==> src/rtl/adamwu_pkg.sv <==
// ----------------------------------------------------------------------------
// adamwu_pkg
// shared types, widths and constants of the adam weight update block
// ----------------------------------------------------------------------------
package adamwu_pkg;

    localparam int NUM_LAYERS_DEF   = 8;
    localparam int NUM_ELEMENTS_DEF = 32768;

    localparam int LAYER_W = 3;
    localparam int ADDR_W  = 15;
    localparam int DATA_W  = 32;
    localparam int SQ_W    = 48;
    localparam int DEN_W   = 49;
    localparam int ACC_W   = 98;
    localparam int PADDR_W = 4;

    localparam logic [31:0] STEP_SIZE_RST    = 32'd4294967;
    localparam logic [31:0] DECAY_FIRST_RST  = 32'd3865470566;
    localparam logic [31:0] DECAY_SECOND_RST = 32'd4290672329;
    localparam logic [31:0] STABILIZER_RST   = 32'd43;

    localparam logic [31:0] SIGN32  = 32'h8000_0000;
    localparam logic [31:0] ONE32   = 32'd1;
    localparam logic [31:0] RND16   = 32'd32768;
    localparam logic [32:0] ONE_Q32 = 33'h1_0000_0000;
    localparam logic [63:0] UPDATE_CAP = 64'h2_0000_0000;

    typedef enum logic [1:0] {
        REG_STEP_SIZE,
        REG_DECAY_FIRST,
        REG_DECAY_SECOND,
        REG_STABILIZER
    } reg_idx_t;

    typedef enum logic [1:0] {
        MAC_NOP,
        MAC_SET,
        MAC_ADD,
        MAC_SUB
    } mac_op_t;

    typedef struct packed {
        mac_op_t     op;
        logic [1:0]  shift;
        logic [31:0] a;
        logic [31:0] b;
    } mac_cmd_t;

    typedef struct packed {
        logic start;
        logic rnd;
    } div_ctl_t;

    typedef enum logic [1:0] {
        DIV_IDLE,
        DIV_RUN,
        DIV_ROUND
    } div_state_t;

    typedef enum logic [3:0] {
        ST_CLEAR,
        ST_IDLE,
        ST_REDUCE,
        ST_READ,
        ST_MOM,
        ST_MHAT,
        ST_MHAT_W,
        ST_VHAT,
        ST_VHAT_W,
        ST_NUM,
        ST_NORM,
        ST_ROOT,
        ST_ROOT_W,
        ST_UPD,
        ST_UPD_W,
        ST_FIN
    } top_state_t;

endpackage

==> src/rtl/adamwu_mac.sv <==
// ----------------------------------------------------------------------------
// adamwu_mac
// shared 32x32 multiplier with a registered product and a wide accumulator
// ----------------------------------------------------------------------------
module adamwu_mac
    import adamwu_pkg::*;
(
    input  logic             clk,
    input  logic             rst_n,
    input  mac_cmd_t         cmd,
    output logic [ACC_W-1:0] acc
);

    mac_op_t          op1_reg;
    logic [1:0]       sh1_reg;
    logic [63:0]      prod_reg;
    logic [ACC_W-1:0] acc_reg;
    logic [ACC_W-1:0] term;

    assign term = ACC_W'(prod_reg) << {sh1_reg, 5'd0};
    assign acc  = acc_reg;

    always_ff @(posedge clk or negedge rst_n)
    begin
        if (!rst_n)
        begin
            op1_reg <= MAC_NOP;
            sh1_reg <= 2'd0;
        end
        else
        begin
            op1_reg <= cmd.op;
            sh1_reg <= cmd.shift;
        end
    end

    always_ff @(posedge clk)
    begin
        prod_reg <= cmd.a * cmd.b;
        case (op1_reg)
            MAC_SET: acc_reg <= term;
            MAC_ADD: acc_reg <= acc_reg + term;
            MAC_SUB: acc_reg <= acc_reg - term;
            default: acc_reg <= acc_reg;
        endcase
    end

endmodule

==> config.mk <==
export PLATFORM = sky130hd
export DESIGN_NAME = adamwu_mac
export DESIGN_NICKNAME = d
export VERILOG_FILES = /design/src/rtl/adamwu_pkg.sv /design/src/rtl/adamwu_mac.sv
export SDC_FILE = /design/constraint.sdc
export NUM_CORES = 2
export LEC_CHECK = 0
export ABC_AREA = 0
export BUFFER_PORTS_ARGS = -buffer_cell sky130_fd_sc_hd__buf_2
export CAP_MARGIN = 10
export CORE_MARGIN = 2
export CORE_UTILIZATION = 40
export CTS_CLUSTER_DIAMETER = 100
export CTS_CLUSTER_SIZE = 14
export DETAILED_ROUTE_END_ITERATION = 10
export PLACE_DENSITY = 0.6
export RECOVER_POWER = 50
export SYNTH_ARGS = -nofsm -noshare
export SYNTH_HDL_FRONTEND = slang
export SYNTH_SLANG_ARGS = --single-unit
==> constraint.sdc <==
create_clock -name clk -period 13.1 [get_ports clk]
set_input_delay 0.655 -clock clk [delete_from_list [all_inputs] [get_ports clk]]
set_output_delay 0.655 -clock clk [all_outputs]
set_load 0.01 [all_outputs]
==> results.cfg <==
[route]
first_pass_iters = 6
drtIter0Drc = 2926
post_drt_wl_per_cell_um = 22.0
ant_nets = 0
drc = 0
routed_wirelength_um = 156000
vias = 38500
vias_per_cell = 5.45

[setup_path]
critPathKind = flip-flop to flip-flop
cp-startpoint = sh1_reg[0]$_DFF_PN0_
rr_startpoint = sh1_reg[0]$_DFF_PN0_
cp.required_ns = 13.16
cp_common_cell = nand2_1
critPathSlowestCell = clkbuf_1
cp-end-kind = flip-flop
crit_arrival_ns = 10.07
reg2reg_slack_ns = 3.10
worstSetupStartpointType = flip-flop
critPathMaxStageDelay_ns = 2.42
critPathMaxFanout = 62

[place]
dp_hpwl_um = 122000
port_buffers = 167
placed_cell_area_um2 = 49800
place.gp.congestion = 0.963

[finish]
areaGrowthSynthToFinish_pct = 4.65
layout_common_cells = fa_1 (897), inv_1 (882), nand2_1 (742)
nets = 6757
final_common_cell = fa_1
drive_above_1_share_pct = 2.94
largest_reg_flops = 98
design_area_um2 = 50300

[worst_hold_path]
hp-start = cmd[65]
hp-class = input pin to flip-flop

[synthesis]
syn_inst = 5551
synth_edf_count = 98
async_flop_share_pct = 2.41
synth.cell_area_um2 = 48100
seq_area_frac_synth_pct = 9.00
synth_ff_type = edfxtp_1
syn_area_per_cell_um2 = 8.66
ys_seq_elements = 166
yosys_warnings = 0
syn_nets = 6879
synth_cell_types = 80

[clock_network]
cts_tree = yes
clock_latency_ns = 0.47
htree_levels = 4
root_buffer = clkbuf_16
cts.sinks = 166
clock_path_buffers = 2
numCtsBuffers = 17
cts.clk_slew.worst_paths_ns = 0.07
ctsResizeCount = 0

[floorplan]
coreArea_um2 = 119000
die_area_um2 = 123000
die_h_um = 351
pin_count = 168
start_util_pct = 40.2
placement_rows = 127
die_x_um = 351

[sta]
fmax_mhz = 100
setup_viol = 0
hold_viol = 0
timing.final.crit_share_pct = 76.4
setup-tns-final_ns = 0
worst_slew_pin_slew_ns = 3.66
slew_violations = 315
relSlewSlack_pct = -144
rsz0062_at_grt = no
finClkSkew_ns = 0.0136
holdWs_ns = 0.294
period_needed_ns = 10.00

[global_routing]
grt_pass1_vias = 39600
grt_max_degree = 81
antenna_found_initial = 4
grt.total_usage_pct = 25.6
grt_pass1_wl_um = 240000
grt.overflow.total = 0

[run_status]
violations = max-capacitance violations, max-slew violations
status = finished, violations left

[run]
drv_cap = 6
per-layer routing:
metal | GRT usage, % | vias to the layer above | part of all wire [%]
met3 | 4.51 | 245 | 7.7
li1 | - | 17200 | -
met5 | 0 | - | 0.0045
met4 | 7.69 | 2 | 3.2
met2 | 41.1 | 1521 | 46
met1 | 35.3 | 19500 | 43
cell families after synthesis:
kind of cell	after synthesis	share of synthesized area, %
AO/OA/AOI/OAI	829	10.8
XOR/XNOR	232	4.23
adder cells (fa/ha/maj)	1258	46.8
buffers and inverters	1216	9.58
flip-flops	166	9.00
multiplexers	46	0.984
AND/OR/NAND/NOR	1804	18.7
Yosys cell counts, types with 25 or more instances:
master | count | share of area, %
a21o_1 | 110 | 1.7
ha_1 | 361 | 9.4
mux2i_1 | 36 | 0.75
fa_1 | 897 | 37
nand3_1 | 41 | 0.43
nor2_1 | 185 | 1.4
o21bai_1 | 37 | 0.58
xor2_1 | 106 | 1.9
edfxtp_1 | 98 | 6.1
nor3_1 | 58 | 0.60
nand2_1 | 743 | 5.8
and2_1 | 574 | 7.5
o21ai_0 | 199 | 2.1
clkbuf_1 | 313 | 2.4
nand2b_1 | 25 | 0.33
a21oi_1 | 263 | 2.7
nor2b_1 | 25 | 0.33
xnor2_1 | 126 | 2.3
dfxtp_1 | 64 | 2.7
inv_1 | 883 | 6.9
nand4_1 | 53 | 0.69
path summary, 6_finish.rpt:
| path | endpoint | cells past startpoint |
|---|---|---|
| setup reg to reg | acc[90]$_DFFE_PP_ | 25 |
| setup / recovery | acc[90]$_DFFE_PP_ | 25 |
| hold reg to reg | acc[5]$_DFFE_PP_ | 2 |
| max in group asynchronous | sh1_reg[0]$_DFF_PN0_ | 2 |
| min in group asynchronous | op1_reg[0]$_DFF_PN0_ | 2 |
| hold / removal | sh1_reg[1]$_DFF_PN0_ | 1 |
worst max-delay path, delay by kind of cell (launching register included):
kind                       cells  cell delay, ns
and+or+nand+nor               14            3.99
DFF                            1            0.35
adders and majority gates      1            0.42
buffers and inverters          2            2.94
xor gates and xnor gates       2            0.25
AOI/OAI and AO/OA              6            1.60
final cells by class:
type / instances / area, um^2
timing repair buffer: 192 / 892
sequential: 166 / 4330
clock buffer: 21 / 504
tap: 1612 / 2020
multi-input combinational: 4169 / 39100
inverter: 883 / 3310
fill: 12100 / 69200
clock inverter: 11 / 96.3
antenna: 1 / 2.50
per-stage QoR:
stage | cells | util [%] | setup WS, ns
finish | 7055 | 42.1 | 3.10
global placement | 7021 | 41.7 | 4.35
detailed placement | 7021 | 41.7 | 4.29
floorplan | 5551 | - | 5.57
global route | 7054 | 42.1 | 2.36
CTS | 7054 | 42.2 | 4.74
timing repair:
item,CTS,global route
hold endpoints to repair,4,0
hold buffers,1,0
buffers inserted,0,0
Power is not shown: default switching activity piles up to over one toggle a cycle in this logic, so the estimate is an artifact.
