$ cat config.mk
export PLATFORM = sky130hd
export DESIGN_NAME = adamwu_sqrt
export DESIGN_NICKNAME = d
export VERILOG_FILES = /design/src/rtl/adamwu_pkg.sv /design/src/rtl/adamwu_sqrt.sv
export SDC_FILE = /design/constraint.sdc
export NUM_CORES = 1
export LEC_CHECK = 0
export BUFFER_PORTS_ARGS = -buffer_cell sky130_fd_sc_hd__buf_2
export CAP_MARGIN = 40
export CORE_MARGIN = 2
export CORE_UTILIZATION = 60
export DETAILED_ROUTE_END_ITERATION = 10
export PLACE_DENSITY_LB_ADDON = 0.05
export SYNTH_ARGS = -nofsm -noshare
export SYNTH_HDL_FRONTEND = slang
export SYNTH_SLANG_ARGS = --single-unit
$ cat constraint.sdc
create_clock -name clk -period 13.1 [get_ports clk]
set_input_delay 3.275 -clock clk [delete_from_list [all_inputs] [get_ports clk]]
set_output_delay 3.275 -clock clk [all_outputs]
set_load 0.005 [all_outputs]
$ cat src/rtl/adamwu_pkg.sv
// ----------------------------------------------------------------------------
// adamwu_pkg
// shared types, widths and constants of the adam weight update block
// ----------------------------------------------------------------------------
package adamwu_pkg;

    localparam int NUM_LAYERS_DEF   = 8;
    localparam int NUM_ELEMENTS_DEF = 32768;

    localparam int LAYER_W = 3;
    localparam int ADDR_W  = 15;
    localparam int DATA_W  = 32;
    localparam int SQ_W    = 48;
    localparam int DEN_W   = 49;
    localparam int ACC_W   = 98;
    localparam int PADDR_W = 4;

    localparam logic [31:0] STEP_SIZE_RST    = 32'd4294967;
    localparam logic [31:0] DECAY_FIRST_RST  = 32'd3865470566;
    localparam logic [31:0] DECAY_SECOND_RST = 32'd4290672329;
    localparam logic [31:0] STABILIZER_RST   = 32'd43;

    localparam logic [31:0] SIGN32  = 32'h8000_0000;
    localparam logic [31:0] ONE32   = 32'd1;
    localparam logic [31:0] RND16   = 32'd32768;
    localparam logic [32:0] ONE_Q32 = 33'h1_0000_0000;
    localparam logic [63:0] UPDATE_CAP = 64'h2_0000_0000;

    typedef enum logic [1:0] {
        REG_STEP_SIZE,
        REG_DECAY_FIRST,
        REG_DECAY_SECOND,
        REG_STABILIZER
    } reg_idx_t;

    typedef enum logic [1:0] {
        MAC_NOP,
        MAC_SET,
        MAC_ADD,
        MAC_SUB
    } mac_op_t;

    typedef struct packed {
        mac_op_t     op;
        logic [1:0]  shift;
        logic [31:0] a;
        logic [31:0] b;
    } mac_cmd_t;

    typedef struct packed {
        logic start;
        logic rnd;
    } div_ctl_t;

    typedef enum logic [1:0] {
        DIV_IDLE,
        DIV_RUN,
        DIV_ROUND
    } div_state_t;

    typedef enum logic [3:0] {
        ST_CLEAR,
        ST_IDLE,
        ST_REDUCE,
        ST_READ,
        ST_MOM,
        ST_MHAT,
        ST_MHAT_W,
        ST_VHAT,
        ST_VHAT_W,
        ST_NUM,
        ST_NORM,
        ST_ROOT,
        ST_ROOT_W,
        ST_UPD,
        ST_UPD_W,
        ST_FIN
    } top_state_t;

endpackage

$ cat src/rtl/adamwu_sqrt.sv
// ----------------------------------------------------------------------------
// adamwu_sqrt
// bit-pair square root of a normalised 64-bit value, one result bit a cycle
// ----------------------------------------------------------------------------
module adamwu_sqrt
    import adamwu_pkg::*;
(
    input  logic        clk,
    input  logic        rst_n,
    input  logic        start,
    input  logic [63:0] x_in,
    output logic        done,
    output logic [31:0] root
);

    logic        busy_reg;
    logic        done_reg;
    logic [63:0] x_reg;
    logic [63:0] res_reg;
    logic [63:0] bit_reg;
    logic [63:0] trial;
    logic        ge;

    assign trial = res_reg + bit_reg;
    assign ge    = x_reg >= trial;
    assign done  = done_reg;
    assign root  = res_reg[DATA_W-1:0];

    always_ff @(posedge clk or negedge rst_n)
    begin
        if (!rst_n)
        begin
            busy_reg <= 1'b0;
            done_reg <= 1'b0;
        end
        else
        begin
            done_reg <= 1'b0;
            if (!busy_reg)
            begin
                if (start)
                begin
                    x_reg    <= x_in;
                    res_reg  <= 64'd0;
                    bit_reg  <= 64'h4000_0000_0000_0000;
                    busy_reg <= 1'b1;
                end
            end
            else
            begin
                if (ge)
                begin
                    x_reg   <= x_reg - trial;
                    res_reg <= (res_reg >> 1) + bit_reg;
                end
                else
                begin
                    res_reg <= res_reg >> 1;
                end
                bit_reg <= bit_reg >> 2;
                if (bit_reg == 64'd1)
                begin
                    busy_reg <= 1'b0;
                    done_reg <= 1'b1;
                end
            end
        end
    end

endmodule

==> Flow_metrics.wiki <==
{| class="wikitable"
! Metric !! Value
|-
| Final HPWL from detailed placement || 45300 microns
|-
| Initial antenna violation count || 0
|-
| Global-route wire length before repair || 91600 microns
|-
| Critical Path AT || 7.67 ns
|-
| Count of input and output buffers || 99
|-
| Sinks on Clock Net || 194
|-
| Gate count after technology mapping || 2302
|-
| Outcome || finished clean
|-
| Critical path peak fanout || 70
|-
| Standard-cell row count || 66
|-
| Top cell family by delay on the critical path || compound AO/OA/AOI/OAI gates
|-
| Reg-to-Reg Start || bit_reg[0]$_DFFE_PP_
|-
| Routability congestion estimate from global placement || 0.973
|-
| Slew of the pin with the lowest slew margin || 0.932 ns
|-
| Post-route minimum period || 7.58 ns
|-
| Setup fix buffers added after clock tree synthesis || 0
|-
| NumNets Final || 2554
|-
| Net count of the mapped netlist || 2562
|-
| Post-DR wirelength/cell || 21.3 microns
|-
| Post-cts sizing count || 0
|-
| Setup Viol. Count Final || 0
|-
| Fraction of layout cells with a size suffix above 1 || 10.1%
|-
| Sequential area share after synthesis || 29.5%
|-
| CTS tree || built
|-
| Total I/O pin count || 100
|-
| Type of origin of the critical path || flip-flop
|-
| Hold path startpoint || bit_reg[24]$_DFFE_PP_
|-
| DRC violations left || 0
|-
| Slowest Stage Delay on Critical Path || 0.68 ns
|-
| H-tree Lvls || 4
|-
| First-pass DRT Iterations || 7
|-
| CTS Hold Buffers Added || 0
|-
| Count of cell types in the netlist || 86
|-
| Commonest register cell after synthesis || sky130_fd_sc_hd__edfxtp_1
|-
| Critical Path Sink Type || flip-flop
|-
| Number of global-route vias before repair || 17300
|-
| Achievable frequency || 0.132 GHz
|-
| Fraction of the cycle the final worst path needs || 57.8%
|-
| Area growth syn-to-layout || 5.56%
|-
| Hold Violations, Final || 0
|-
| Die X || 185 microns
|-
| Starting DRC count in detailed routing || 1302
|-
| Initial standard-cell utilization of the core || 60.8%
|-
| Seq cells post-synth || 194
|-
| Global-route congestion overflow total || 0
|-
| Number of routed nets with antenna violations || 0
|-
| Clock root buffer || sky130_fd_sc_hd__clkbuf_16
|-
| Die Area || 34400 sq um
|-
| Total of fill cells in the finished design || 2840
|-
| Worst setup path start || bit_reg[0]$_DFFE_PP_
|-
| Clock slew seen by the registers of the worst setup and hold paths || 0.08 ns
|-
| Clk buf depth || 2
|-
| Clock latency at the later pin of the worst-skew pair || 0.48 ns
|-
| Maxcap violations || 0
|-
| Tightest Hold Check Type || reg2reg
|-
| Vias per cell || 6.42
|-
| Aggregate global-route resource usage || 34.4%
|-
| Master of the slowest instance on the critical path || sky130_fd_sc_hd__buf_4
|-
| Cell Area, Synth || 19700 sq um
|-
| Largest net degree at the start of global routing || 72
|-
| Final slew viol count || 0
|-
| Average size of a mapped cell || 8.58 sq um
|-
| Endpoint required time on the critical path || 13.19 ns
|-
| Total Wirelength || 58400 microns
|-
| Vert. Die Dim || 185 microns
|-
| Area of the core || 32500 sq um
|-
| Warning count from the yosys run || 0
|-
| Type of the worst setup path || reg2reg
|-
| Cts bufs inserted || 17
|-
| Number of flops mapped to enable cells by yosys || 192
|-
| Worst-case headroom to the max-slew limit || 37.8%
|-
| Cells along the critical path || ha_1 > fa_1 > a21oi_1 > o22ai_1 > o31a_1 > a311o_1 > o21ai_1 > o21ai_1 > a31oi_1 > o221ai_1 > a21boi_1 > xor2_1 > ha_1 > nand4_1 > or4b_4 > nor4_4 > nor2_1 > and3_4 > a21oi_4 > buf_4 > nor2_2 > nor2b_4 > buf_4
|-
| Fin Setup TNS || 0 ns
|-
| RSZ-0062 raised after global routing || no
|-
| Setup Skew || 0.0143 ns
|-
| Minimum hold slack || 0.639 ns
|-
| Total via count in the routed design || 17700
|-
| Async S/R FF share, synth || 1.03%
|-
| Sum of buffers and inverters on the critical path || 2
|-
| Count of inserted antenna diode cells || 0
|}
==> worst register-to-register path, cell delays in order, from the launching register on <==
cell and delay [ns]:
sky130_fd_sc_hd__edfxtp_1 0.41, sky130_fd_sc_hd__ha_1 0.23, sky130_fd_sc_hd__fa_1 0.42, sky130_fd_sc_hd__a21oi_1 0.19, sky130_fd_sc_hd__o22ai_1 0.12, sky130_fd_sc_hd__o31a_1 0.31
sky130_fd_sc_hd__a311o_1 0.43, sky130_fd_sc_hd__o21ai_1 0.23, sky130_fd_sc_hd__o21ai_1 0.16, sky130_fd_sc_hd__a31oi_1 0.40, sky130_fd_sc_hd__o221ai_1 0.22, sky130_fd_sc_hd__a21boi_1 0.21
sky130_fd_sc_hd__xor2_1 0.09, sky130_fd_sc_hd__ha_1 0.42, sky130_fd_sc_hd__nand4_1 0.21, sky130_fd_sc_hd__or4b_4 0.60, sky130_fd_sc_hd__nor4_4 0.28, sky130_fd_sc_hd__nor2_1 0.07
sky130_fd_sc_hd__and3_4 0.19, sky130_fd_sc_hd__a21oi_4 0.13, sky130_fd_sc_hd__buf_4 0.68, sky130_fd_sc_hd__nor2_2 0.27, sky130_fd_sc_hd__nor2b_4 0.16, sky130_fd_sc_hd__buf_4 0.68
==> stage by stage <==
step	util (%)	instance area (sq um)	setup slack [ns]	std cells
after floorplan	-	19700	0.611	2302
after global placement	62.2	20200	5.89	2713
after detailed placement	62.4	20300	5.65	2717
after CTS	64.2	20800	5.65	2749
after global routing	64.2	20800	5.02	2749
final	64.2	20800	5.52	2749
==> metal layers <==
layer	GRT usage, %	part of all wire, %	wire [microns]
met5	0	0	0
met4	17.0	4.5	2620
met3	4.33	5.3	3090
met2	61.4	49	28900
met1	40.6	41	23800
==> kinds of logic after synthesis <==
family                     count (synthesis)  synth area share (%)
AOI/OAI and AO/OA                        749                  24.4
muxes                                     58                  3.28
adders and majority gates                193                  12.3
buffers and inverters                    198                  4.54
and+or+nand+nor                          737                  18.3
xor gates and xnor gates                 173                  7.67
DFF                                      194                  29.5
==> cells in the final DEF, fill, tap and decap left out, types with 6 or more instances in the layout <==
cell type,instances
sky130_fd_sc_hd__mux2_2,54
sky130_fd_sc_hd__o21ai_1,24
sky130_fd_sc_hd__a21o_1,118
sky130_fd_sc_hd__clkbuf_16,17
sky130_fd_sc_hd__edfxtp_1,192
sky130_fd_sc_hd__o2111ai_1,8
sky130_fd_sc_hd__a21oi_1,267
sky130_fd_sc_hd__o21ai_0,86
sky130_fd_sc_hd__o21bai_1,46
sky130_fd_sc_hd__nand3_1,50
sky130_fd_sc_hd__a211o_1,6
sky130_fd_sc_hd__nand4_1,54
sky130_fd_sc_hd__nor3_1,41
sky130_fd_sc_hd__xnor2_1,100
sky130_fd_sc_hd__a41oi_1,7
sky130_fd_sc_hd__and4_1,7
sky130_fd_sc_hd__or2_2,7
sky130_fd_sc_hd__xor2_1,73
sky130_fd_sc_hd__nor2b_1,13
sky130_fd_sc_hd__buf_2,100
sky130_fd_sc_hd__and3_1,23
sky130_fd_sc_hd__o31ai_1,7
sky130_fd_sc_hd__buf_4,7
sky130_fd_sc_hd__nor2_1,131
sky130_fd_sc_hd__or3_1,11
sky130_fd_sc_hd__o21a_1,23
sky130_fd_sc_hd__a221oi_1,7
sky130_fd_sc_hd__nor4_1,25
sky130_fd_sc_hd__inv_1,60
sky130_fd_sc_hd__a21boi_0,7
sky130_fd_sc_hd__a31oi_1,32
sky130_fd_sc_hd__ha_1,190
sky130_fd_sc_hd__nand2_1,256
sky130_fd_sc_hd__a31o_2,7
sky130_fd_sc_hd__and2_1,75
sky130_fd_sc_hd__nand2b_1,20
sky130_fd_sc_hd__o211ai_1,12
sky130_fd_sc_hd__a211oi_1,24
==> worst paths after layout <==
check,endpoint,slack (ns),cells after the start
worst max-delay path,x_reg[16]$_DFFE_PP_,5.52,23
worst min-delay path,bit_reg[22]$_DFFE_PP_,0.64,1
worst max register to register,x_reg[16]$_DFFE_PP_,5.52,23
worst min register to register,bit_reg[22]$_DFFE_PP_,0.64,1
max in group asynchronous,busy_reg$_DFF_PN0_,10.37,1
min in group asynchronous,busy_reg$_DFF_PN0_,2.59,1
==> cells in the mapped netlist (41+ instances only) <==
library cell               number  area [sq um]
sky130_fd_sc_hd__inv_1         61           229
sky130_fd_sc_hd__nor3_1        41           205
sky130_fd_sc_hd__nand4_1       54           338
sky130_fd_sc_hd__o21bai_1      46           345
sky130_fd_sc_hd__edfxtp_1     192          5770
sky130_fd_sc_hd__nand3_1       50           250
sky130_fd_sc_hd__xnor2_1      100           876
sky130_fd_sc_hd__a21o_1       118           886
sky130_fd_sc_hd__o21ai_0       86           430
sky130_fd_sc_hd__nor2_1       131           492
sky130_fd_sc_hd__a21oi_1      267          1340
sky130_fd_sc_hd__and2_1        75           469
sky130_fd_sc_hd__nand2_1      256           961
sky130_fd_sc_hd__ha_1         190          2380
sky130_fd_sc_hd__xor2_1        73           639
sky130_fd_sc_hd__mux2_2        54           608
sky130_fd_sc_hd__clkbuf_1      85           319
==> layout make-up <==
| cell class | count | area, sq um | share of cell area [%] |
|---|---|---|---|
| Sequential cell | 194 | 5820 | 27.9 |
| Clock inverter | 13 | 141 | 0.678 |
| Clock buffer | 19 | 443 | 2.12 |
| Inverter | 61 | 229 | 1.10 |
| Tap cell | 442 | 553 | 2.65 |
| Timing Repair Buffer | 110 | 611 | 2.93 |
| Multi-Input combinational cell | 1910 | 13000 | 62.6 |
Power is not shown: default switching activity piles up to over one toggle a cycle in this logic, so the estimate is an artifact.
