[config.mk]
export PLATFORM = sky130hd
export DESIGN_NAME = adamwu_div
export DESIGN_NICKNAME = d
export VERILOG_FILES = /design/src/rtl/adamwu_pkg.sv /design/src/rtl/adamwu_div.sv
export SDC_FILE = /design/constraint.sdc
export NUM_CORES = 1
export LEC_CHECK = 0
export ABC_CLOCK_PERIOD_IN_PS = 10000
export BUFFER_PORTS_ARGS = -buffer_cell sky130_fd_sc_hd__clkbuf_2
export CAP_MARGIN = 20
export CORE_ASPECT_RATIO = 1.2
export CORE_MARGIN = 3
export CORE_UTILIZATION = 58
export DETAILED_ROUTE_END_ITERATION = 8
export PLACE_DENSITY = 0.81
export REMOVE_ABC_BUFFERS = 1
export SLEW_MARGIN = 5
export SYNTH_ARGS = -nofsm -noshare
export SYNTH_HDL_FRONTEND = slang
export SYNTH_SLANG_ARGS = --single-unit
[constraint.sdc]
create_clock -name clk -period 10 [get_ports clk]
set_input_delay 1.5 -clock clk [delete_from_list [all_inputs] [get_ports clk]]
set_output_delay 1.5 -clock clk [all_outputs]
set_load 0.01 [all_outputs]
[src/rtl/adamwu_pkg.sv]
// ----------------------------------------------------------------------------
// adamwu_pkg
// shared types, widths and constants of the adam weight update block
// ----------------------------------------------------------------------------
package adamwu_pkg;

    localparam int NUM_LAYERS_DEF   = 8;
    localparam int NUM_ELEMENTS_DEF = 32768;

    localparam int LAYER_W = 3;
    localparam int ADDR_W  = 15;
    localparam int DATA_W  = 32;
    localparam int SQ_W    = 48;
    localparam int DEN_W   = 49;
    localparam int ACC_W   = 98;
    localparam int PADDR_W = 4;

    localparam logic [31:0] STEP_SIZE_RST    = 32'd4294967;
    localparam logic [31:0] DECAY_FIRST_RST  = 32'd3865470566;
    localparam logic [31:0] DECAY_SECOND_RST = 32'd4290672329;
    localparam logic [31:0] STABILIZER_RST   = 32'd43;

    localparam logic [31:0] SIGN32  = 32'h8000_0000;
    localparam logic [31:0] ONE32   = 32'd1;
    localparam logic [31:0] RND16   = 32'd32768;
    localparam logic [32:0] ONE_Q32 = 33'h1_0000_0000;
    localparam logic [63:0] UPDATE_CAP = 64'h2_0000_0000;

    typedef enum logic [1:0] {
        REG_STEP_SIZE,
        REG_DECAY_FIRST,
        REG_DECAY_SECOND,
        REG_STABILIZER
    } reg_idx_t;

    typedef enum logic [1:0] {
        MAC_NOP,
        MAC_SET,
        MAC_ADD,
        MAC_SUB
    } mac_op_t;

    typedef struct packed {
        mac_op_t     op;
        logic [1:0]  shift;
        logic [31:0] a;
        logic [31:0] b;
    } mac_cmd_t;

    typedef struct packed {
        logic start;
        logic rnd;
    } div_ctl_t;

    typedef enum logic [1:0] {
        DIV_IDLE,
        DIV_RUN,
        DIV_ROUND
    } div_state_t;

    typedef enum logic [3:0] {
        ST_CLEAR,
        ST_IDLE,
        ST_REDUCE,
        ST_READ,
        ST_MOM,
        ST_MHAT,
        ST_MHAT_W,
        ST_VHAT,
        ST_VHAT_W,
        ST_NUM,
        ST_NORM,
        ST_ROOT,
        ST_ROOT_W,
        ST_UPD,
        ST_UPD_W,
        ST_FIN
    } top_state_t;

endpackage

[src/rtl/adamwu_div.sv]
// ----------------------------------------------------------------------------
// adamwu_div
// restoring divider, one quotient bit a cycle, round half up and saturation
// ----------------------------------------------------------------------------
module adamwu_div
    import adamwu_pkg::*;
(
    input  logic             clk,
    input  logic             rst_n,
    input  div_ctl_t         ctl,
    input  logic [63:0]      num_hi,
    input  logic [63:0]      num_lo,
    input  logic [DEN_W-1:0] den,
    output logic             done,
    output logic [63:0]      quot
);

    div_state_t       state_reg;
    logic [6:0]       cnt_reg;
    logic [DEN_W-1:0] rem_reg;
    logic [DEN_W-1:0] rem_next;
    logic [DEN_W-1:0] den_reg;
    logic [63:0]      lo_reg;
    logic [63:0]      quo_reg;
    logic             rnd_reg;
    logic             done_reg;
    logic [DEN_W:0]   rem_sh;
    logic [DEN_W:0]   rem_sub;
    logic [DEN_W:0]   rem_dbl;
    logic             fits;

    assign rem_sh   = {rem_reg, lo_reg[63]};
    assign fits     = rem_sh >= {1'b0, den_reg};
    assign rem_sub  = rem_sh - {1'b0, den_reg};
    assign rem_next = fits ? rem_sub[DEN_W-1:0] : rem_sh[DEN_W-1:0];
    assign rem_dbl  = {rem_reg, 1'b0};
    assign done     = done_reg;
    assign quot     = quo_reg;

    always_ff @(posedge clk or negedge rst_n)
    begin
        if (!rst_n)
        begin
            state_reg <= DIV_IDLE;
            done_reg  <= 1'b0;
            cnt_reg   <= 7'd0;
        end
        else
        begin
            done_reg <= 1'b0;
            case (state_reg)
                DIV_IDLE:
                begin
                    if (ctl.start)
                    begin
                        den_reg <= den;
                        rnd_reg <= ctl.rnd;
                        if (num_hi >= 64'(den))
                        begin
                            quo_reg  <= '1;
                            done_reg <= 1'b1;
                        end
                        else
                        begin
                            rem_reg   <= num_hi[DEN_W-1:0];
                            lo_reg    <= num_lo;
                            quo_reg   <= 64'd0;
                            cnt_reg   <= 7'd64;
                            state_reg <= DIV_RUN;
                        end
                    end
                end
                DIV_RUN:
                begin
                    rem_reg <= rem_next;
                    quo_reg <= {quo_reg[62:0], fits};
                    lo_reg  <= {lo_reg[62:0], 1'b0};
                    cnt_reg <= cnt_reg - 7'd1;
                    if (cnt_reg == 7'd1)
                    begin
                        state_reg <= DIV_ROUND;
                    end
                end
                DIV_ROUND:
                begin
                    if (rnd_reg && (rem_dbl >= {1'b0, den_reg}) && (quo_reg != '1))
                    begin
                        quo_reg <= quo_reg + 64'd1;
                    end
                    done_reg  <= 1'b1;
                    state_reg <= DIV_IDLE;
                end
                default:
                begin
                    state_reg <= DIV_IDLE;
                end
            endcase
        end
    end

endmodule

==> impl_metrics.toml, run 1 <==
[setup_path]
crit_type = "input port to register"
slowest_delay_ps = 740
r2r_start = "state_reg[1]"
reg2reg_slack_ps = 5260
crit_arrival_ps = 5970
start_kind = "input port"
cp_slowest_cell = "nor2b_4"
cp_max_fo = 58
reg2regPathDepth = 9
crit_start = "den[25]"
r2r_end = "lo_reg[4]"
crit_chain = "clkbuf_2 -> inv_1 -> ha_1 -> a21o_1 -> a21o_1 -> a21oi_1 -> o21a_1 -> nor2_1 -> o41ai_1 -> o211a_1 -> a31oi_1 -> nor2b_4 -> buf_4 -> buf_4"
crit_path_end_kind = "register"
crit_buf_inv = 4
cp_top_family = "compound AO/OA/AOI/OAI gates"
crit_required_ps = 10170

[clock_network]
clock-sinks = 237
cts_setup_buffers = 0
tritoncts = "built"
h-tree-depth = 1
cts_hold_buf = 0
cts_buffer_depth = 3
clk-insertion-delay-late_ps = 540
ctsResizeCount = 0
clock_tree.root_cell = "clkbuf_16"
clkTransAtPathRegs_ps = 60
cts_made_buffers = 27

[sta]
fmax_mhz = 172
finalHoldViolations = 0
final_max_slew_viol_count = 0
post-route-min-period_ps = 5810
worstMarginPinSlew_ps = 1080
skew_ps = 7.65
final.period_utilization_pct = 58.1
relSlewSlack_pct = 28.2
setup_viol = 0
rsz0062_at_grt = "no"

[die]
die_h_um = 188
pin_count = 246
dieArea_um2 = 29600
die_x_um = 157
placementRows = 65
initial_core_util_pct = 59.9
core_um2 = 26700

[cells_and_area]
layout_common_cells = "clkbuf_2, edfxtp_1, nand2_1, a21oi_1, inv_1"
areaGrowthSynthToFinish_pct = 14.5
final_common_cell = "clkbuf_2"
nets = 2128
drive_above_1_share_pct = 21.7
final_cells = 2197

[logic_synthesis]
muxShareOfSynthArea_pct = 5.57
ys_warn_count = 0
yosys_most_used_dff = "edfxtp_1"
synth_top_area_share_pct = 42.7
ys_seq_area_share_pct = 44.2
ys_async_sr_fraction_pct = 4.22
synth_area_leaders = "edfxtp_1, ha_1, mux2_2"
synth-simple-area-share_pct = 15.5
synth_top_family_by_area = "compound AO/OA/AOI/OAI gates"
synthAdderAreaFrac_pct = 8.35
syn_inst = 1644
synth_area_leader_cell = "edfxtp_1"
synth.distinct_cells = 79
avgSynthCellArea_um2 = 9.72
synth-xor-area-share_pct = 4.99
netlist_area_um2 = 16000
synth-compound-area-share_pct = 15.8
ys_seq_elements = 237
synth-edff-count = 227

[run]
cap_viol_max_count = 0

[grt]
grt-ovfl-total = 0
grt_max_degree = 93
grt_pass1_vias = 13168
grt_antenna_before_repair = 5
grt_first_pass_wirelength_mm = 65.3
grt_usage_pct = 26.8

[power]
peakVddDrop_mv = 0.205
p_per_area_nw_per_um2 = 134
p_leak_nw = 7.53
total_power_mw = 2.46

[hold_path]
holdPathStages = 1
holdPathEnd = "lo_reg[51]"
worstHoldPathType = "register to register"
hold_start = "lo_reg[50]"

[placement]
routabilityCongestion = 0.872
dp.cells = 2147
hpwl_mm = 28.6
placement.io_buffers = 245

[routing]
route.vias.total = 13338
avgRoutedWirePerCell_um = 18.6
ant_nets = 0
firstDrtPassIters = 6
detail_route.wirelength_mm = 40.9
drt_iter0_markers = 1018
drc = 0
viasPerCell = 6.07

[status]
status = "finished clean"
==> metrics by stage <==
stage / utilization (%) / worst slack, ps / setup TNS (ps) / area (um2) / hold WS, ps
after CTS: 68.6 / 4180 / 0 / 18300 / 546
after global placement: 65.0 / 3740 / 0 / 17400 / 527
after floorplan: - / -2870 / -323850 / 15600 / 504
after global routing: 68.6 / 3880 / 0 / 18300 / 562
after detailed placement: 65.0 / 3600 / 0 / 17400 / 534
final: 68.6 / 4190 / 0 / 18300 / 544
==> worst register-to-register path, cell delays in order, from the launching register on <==
cell	delay, ps
dfrtp_1	450
inv_1	150
ha_4	850
inv_1	90
buf_4	300
nor2_1	350
a31oi_1	170
nor2b_4	740
buf_4	540
buf_4	660
==> final cells by class <==
cell class	count	area (um2)
fillers	2078	8380
multi-input cells	1191	8080
flip-flops and latches	237	7070
repair buffers	256	1310
clock buffers	30	687
inverters	128	480
well taps	335	419
clock inverters	19	255
diodes	1	2.50
==> where the power goes <==
group / switching [mW] / leakage [nW] / total (mW) / internal (mW)
logic: 0.156 / 5.07 / 0.279 / 0.123
registers: 0.00578 / 2.00 / 1.11 / 1.10
clock network: 0.421 / 0.455 / 1.07 / 0.649
==> cell usage after synthesis, drive strengths merged (7+ instances only) <==
master and n:
edfxtp 227, nand2 188, a21oi 146, inv 128, nor2 108, ha 105
a31oi 73, clkbuf 64, mux2 63, nand3 53, o21ai 51, xnor2 49
a21o 45, xor2 42, nand4 31, and3 27, nor3 26, buf 24
mux2i 18, nor2b 13, and4 11, nor4 11, dfrtp 10, nand2b 10
and2 9, o31ai 9, or2 8, a211oi 7
==> logic make-up after synthesis <==
logic type / Yosys count
AOI/OAI and AO/OA: 399
xor gates and xnor gates: 91
adders and majority gates: 106
buffers and inverters: 216
DFF: 237
muxes: 81
and+or+nand+nor: 514
==> how the worst max path moves through the flow <==
| stage | endpoint | slack (ps) | cells past startpoint |
|---|---|---|---|
| floorplan | lo_reg[0] | -2870 | 6 |
| global placement | lo_reg[10] | 3740 | 14 |
| detailed placement | lo_reg[9] | 3600 | 14 |
| CTS | lo_reg[4] | 4180 | 14 |
| global route | lo_reg[4] | 3880 | 14 |
| finish | lo_reg[4] | 4190 | 14 |
==> metal layers <==
metal | routed length (um) | GRT usage (%) | vias to the layer above | share of wire (%)
li1 | - | - | 6403 | -
met1 | 16100 | 34.1 | 6321 | 39
met2 | 19900 | 45.5 | 524 | 49
met3 | 3620 | 6.51 | 82 | 8.9
met4 | 1150 | 7.78 | 8 | 2.8
met5 | 54 | 0 | - | 0.13
Note: power is estimated with default switching activity, not from simulation.
==> inputs of run 2 (changes only) <==
ABC_AREA = 1   (was default)
ABC_CLOCK_PERIOD_IN_PS = 5900   (was 10000)
CORE_UTILIZATION = 59   (was 58)
PLACE_DENSITY = 0.82   (was 0.81)
clock period = 5.9 ns   (was 10 ns; I/O delays follow)
==> run 2 against run 1 <==
Compared with the run above:
- via count rose by 34%
- critical path type is now register to register
- largest cell class unchanged
- area after synthesis rose by 12%
- total power rose to 3.6 times the previous value
- flip-flop and latch count did not move
- clock skew rose by 26 ps
- sequential share of layout area fell by 3.8 points
- largest power group is now combinational cells
- die area rose by 9.3%
- combinational power rose to 15 times the previous value
- first-iteration DRC count rose by 68%
- register-to-register slack got worse by 3000 ps
- highest routed layer is now met4
==> impl_metrics.toml, run 2 <==
[status]
status = "finished clean"

[clock_network]
clock_tree.root_cell = "clkbuf_16"
cts_made_buffers = 26
cts_hold_buf = 0
cts_buffer_depth = 3
h-tree-depth = 1
clk-insertion-delay-late_ps = 590
ctsResizeCount = 0
clkTransAtPathRegs_ps = 60
cts_setup_buffers = 0
clock-sinks = 237
tritoncts = "built"

[sta]
worstMarginPinSlew_ps = 1110
skew_ps = 33.8
relSlewSlack_pct = 25.8
setup_slack_ps = 2260
fmax_mhz = 275
finalHoldViolations = 0
post-route-min-period_ps = 3640
final_max_slew_viol_count = 0
setup_viol = 0
rsz0062_at_grt = "no"
final.period_utilization_pct = 61.7

[routing]
viasPerCell = 5.74
detail_route.wirelength_mm = 58.5
avgRoutedWirePerCell_um = 18.7
drt_iter0_markers = 1712
firstDrtPassIters = 6
ant_nets = 0
drc = 0
route.vias.total = 17888

[placement]
placement.io_buffers = 245
post-place-ws_ps = 1870
dp.cells = 3072
hpwl_mm = 45.0
routabilityCongestion = 1.02

[run]
cap_viol_max_count = 0

[logic_synthesis]
synth.most_common_cell = "nand2_1"
yosys_most_used_dff = "edfxtp_1"
netlist_area_um2 = 17800
ys_async_sr_fraction_pct = 4.22
syn_inst = 2488
synth_top_area_share_pct = 38.3
synth.distinct_cells = 50
ys_seq_elements = 237
synth_area_leader_cell = "edfxtp_1"
synth-edff-count = 227
ys_seq_area_share_pct = 39.7
ys_warn_count = 0
avgSynthCellArea_um2 = 7.16
synth_common_cells = "nand2_1, inv_1, edfxtp_1"
synth_area_leaders = "edfxtp_1, nand2_1, ha_1"

[cells_and_area]
layout_common_cells = "nand2_1, inv_1, clkbuf_2, edfxtp_1, nor2_1"
final_common_cell = "nand2_1"
diodes = 0
nets = 2997
drive_above_1_share_pct = 13.3
areaGrowthSynthToFinish_pct = 13.9
final_cells = 3119

[die]
dieArea_um2 = 32300
die_x_um = 165
core_um2 = 29700
die_h_um = 196
pin_count = 246
initial_core_util_pct = 60.0
placementRows = 69

[power]
peakVddDrop_mv = 0.400
p_leak_nw = 9.61
p_per_area_nw_per_um2 = 439

[setup_path]
reg2regPathDepth = 12
crit_required_ps = 6080
crit_type = "register to register"
crit_path_end_kind = "register"
cp_max_fo = 64
crit_arrival_ps = 3820
start_kind = "register"

[grt]
grt_antenna_before_repair = 0
grt_usage_pct = 35.6
grt_pass1_vias = 17659
grt_max_degree = 114
grt_first_pass_wirelength_mm = 91.3
grt-ovfl-total = 0

[hold_path]
worstHoldPathType = "input port to async pin"
==> run 2: cell types whose count changed after synthesis, moves of 27 or more <==
cell,delta
mux2_2,-63
nand3_1,+94
xnor2_1,-27
nand2_1,+745
o21ai_0,+68
nor2_1,+80
a31oi_1,-72
inv_1,+188
a21oi_1,-27
a21o_1,-41
==> run 2: cells by family (layout without fill, tap and decap cells) <==
kind of cell	Yosys count	in the layout	synth area share, %
DFF	237	237	39.7
buffers and inverters	391	632	8.48
xor gates and xnor gates	40	40	1.97
AOI/OAI and AO/OA	284	284	8.76
and+or+nand+nor	1430	1430	33.6
adders and majority gates	106	106	7.49
==> run 2: cell type report <==
class / count / area, um2
Clock inverter: 10 / 175
Sequential cell: 237 / 7070
Timing Repair Buffer: 257 / 1330
Inverter: 328 / 1240
Tap cell: 390 / 488
Fill cell: 2554 / 9410
Multi-Input combinational cell: 1860 / 9280
Clock buffer: 37 / 712
==> run 2: final timing paths <==
path                                   from            to  slack (ps)
worst max-delay path            rem_reg[16]      quot[43]        2260
max in group asynchronous             rst_n    cnt_reg[1]        5480
worst min-delay path                  rst_n  state_reg[0]         200
worst min register to register   lo_reg[19]    lo_reg[20]         520
min in group clk                    den[25]   den_reg[25]         490
worst max register to register  rem_reg[16]      quot[43]        2260
==> run 2: critical path: stages (launching register included) <==
cell,delay [ps]
edfxtp_1,400
ha_1,380
nand2_1,110
nor2_1,140
inv_1,90
nor2_1,290
nand2_1,100
o211ai_1,440
nand2_1,120
nand3_1,150
nand3_1,150
a21oi_4,150
buf_4,700
==> run 2: where the power goes <==
| group | internal [mW] | switching, mW |
|---|---|---|
| Clock | 1.02 | 0.707 |
| Sequential | 2.58 | 0.413 |
| Combinational | 1.29 | 2.89 |
==> run 2: stage by stage <==
stage,total power [mW],hold slack [ps],cell area [um2],util [%],TNS [ps]
after floorplan,5.77,475,17500,-,-749860
after global placement,6.97,496,19400,65.3,0
after detailed placement,7.09,510,19400,65.3,0
after CTS,8.84,193,20300,68.3,0
after global routing,9.49,200,20300,68.3,0
final,8.90,197,20300,68.3,0
==> run 2: layer usage <==
metal | global-route usage (%) | part of all wire (%)
met5 | 0 | 0
met4 | 15.1 | 4.8
met3 | 5.87 | 8.0
met2 | 62.2 | 49
met1 | 43.5 | 38
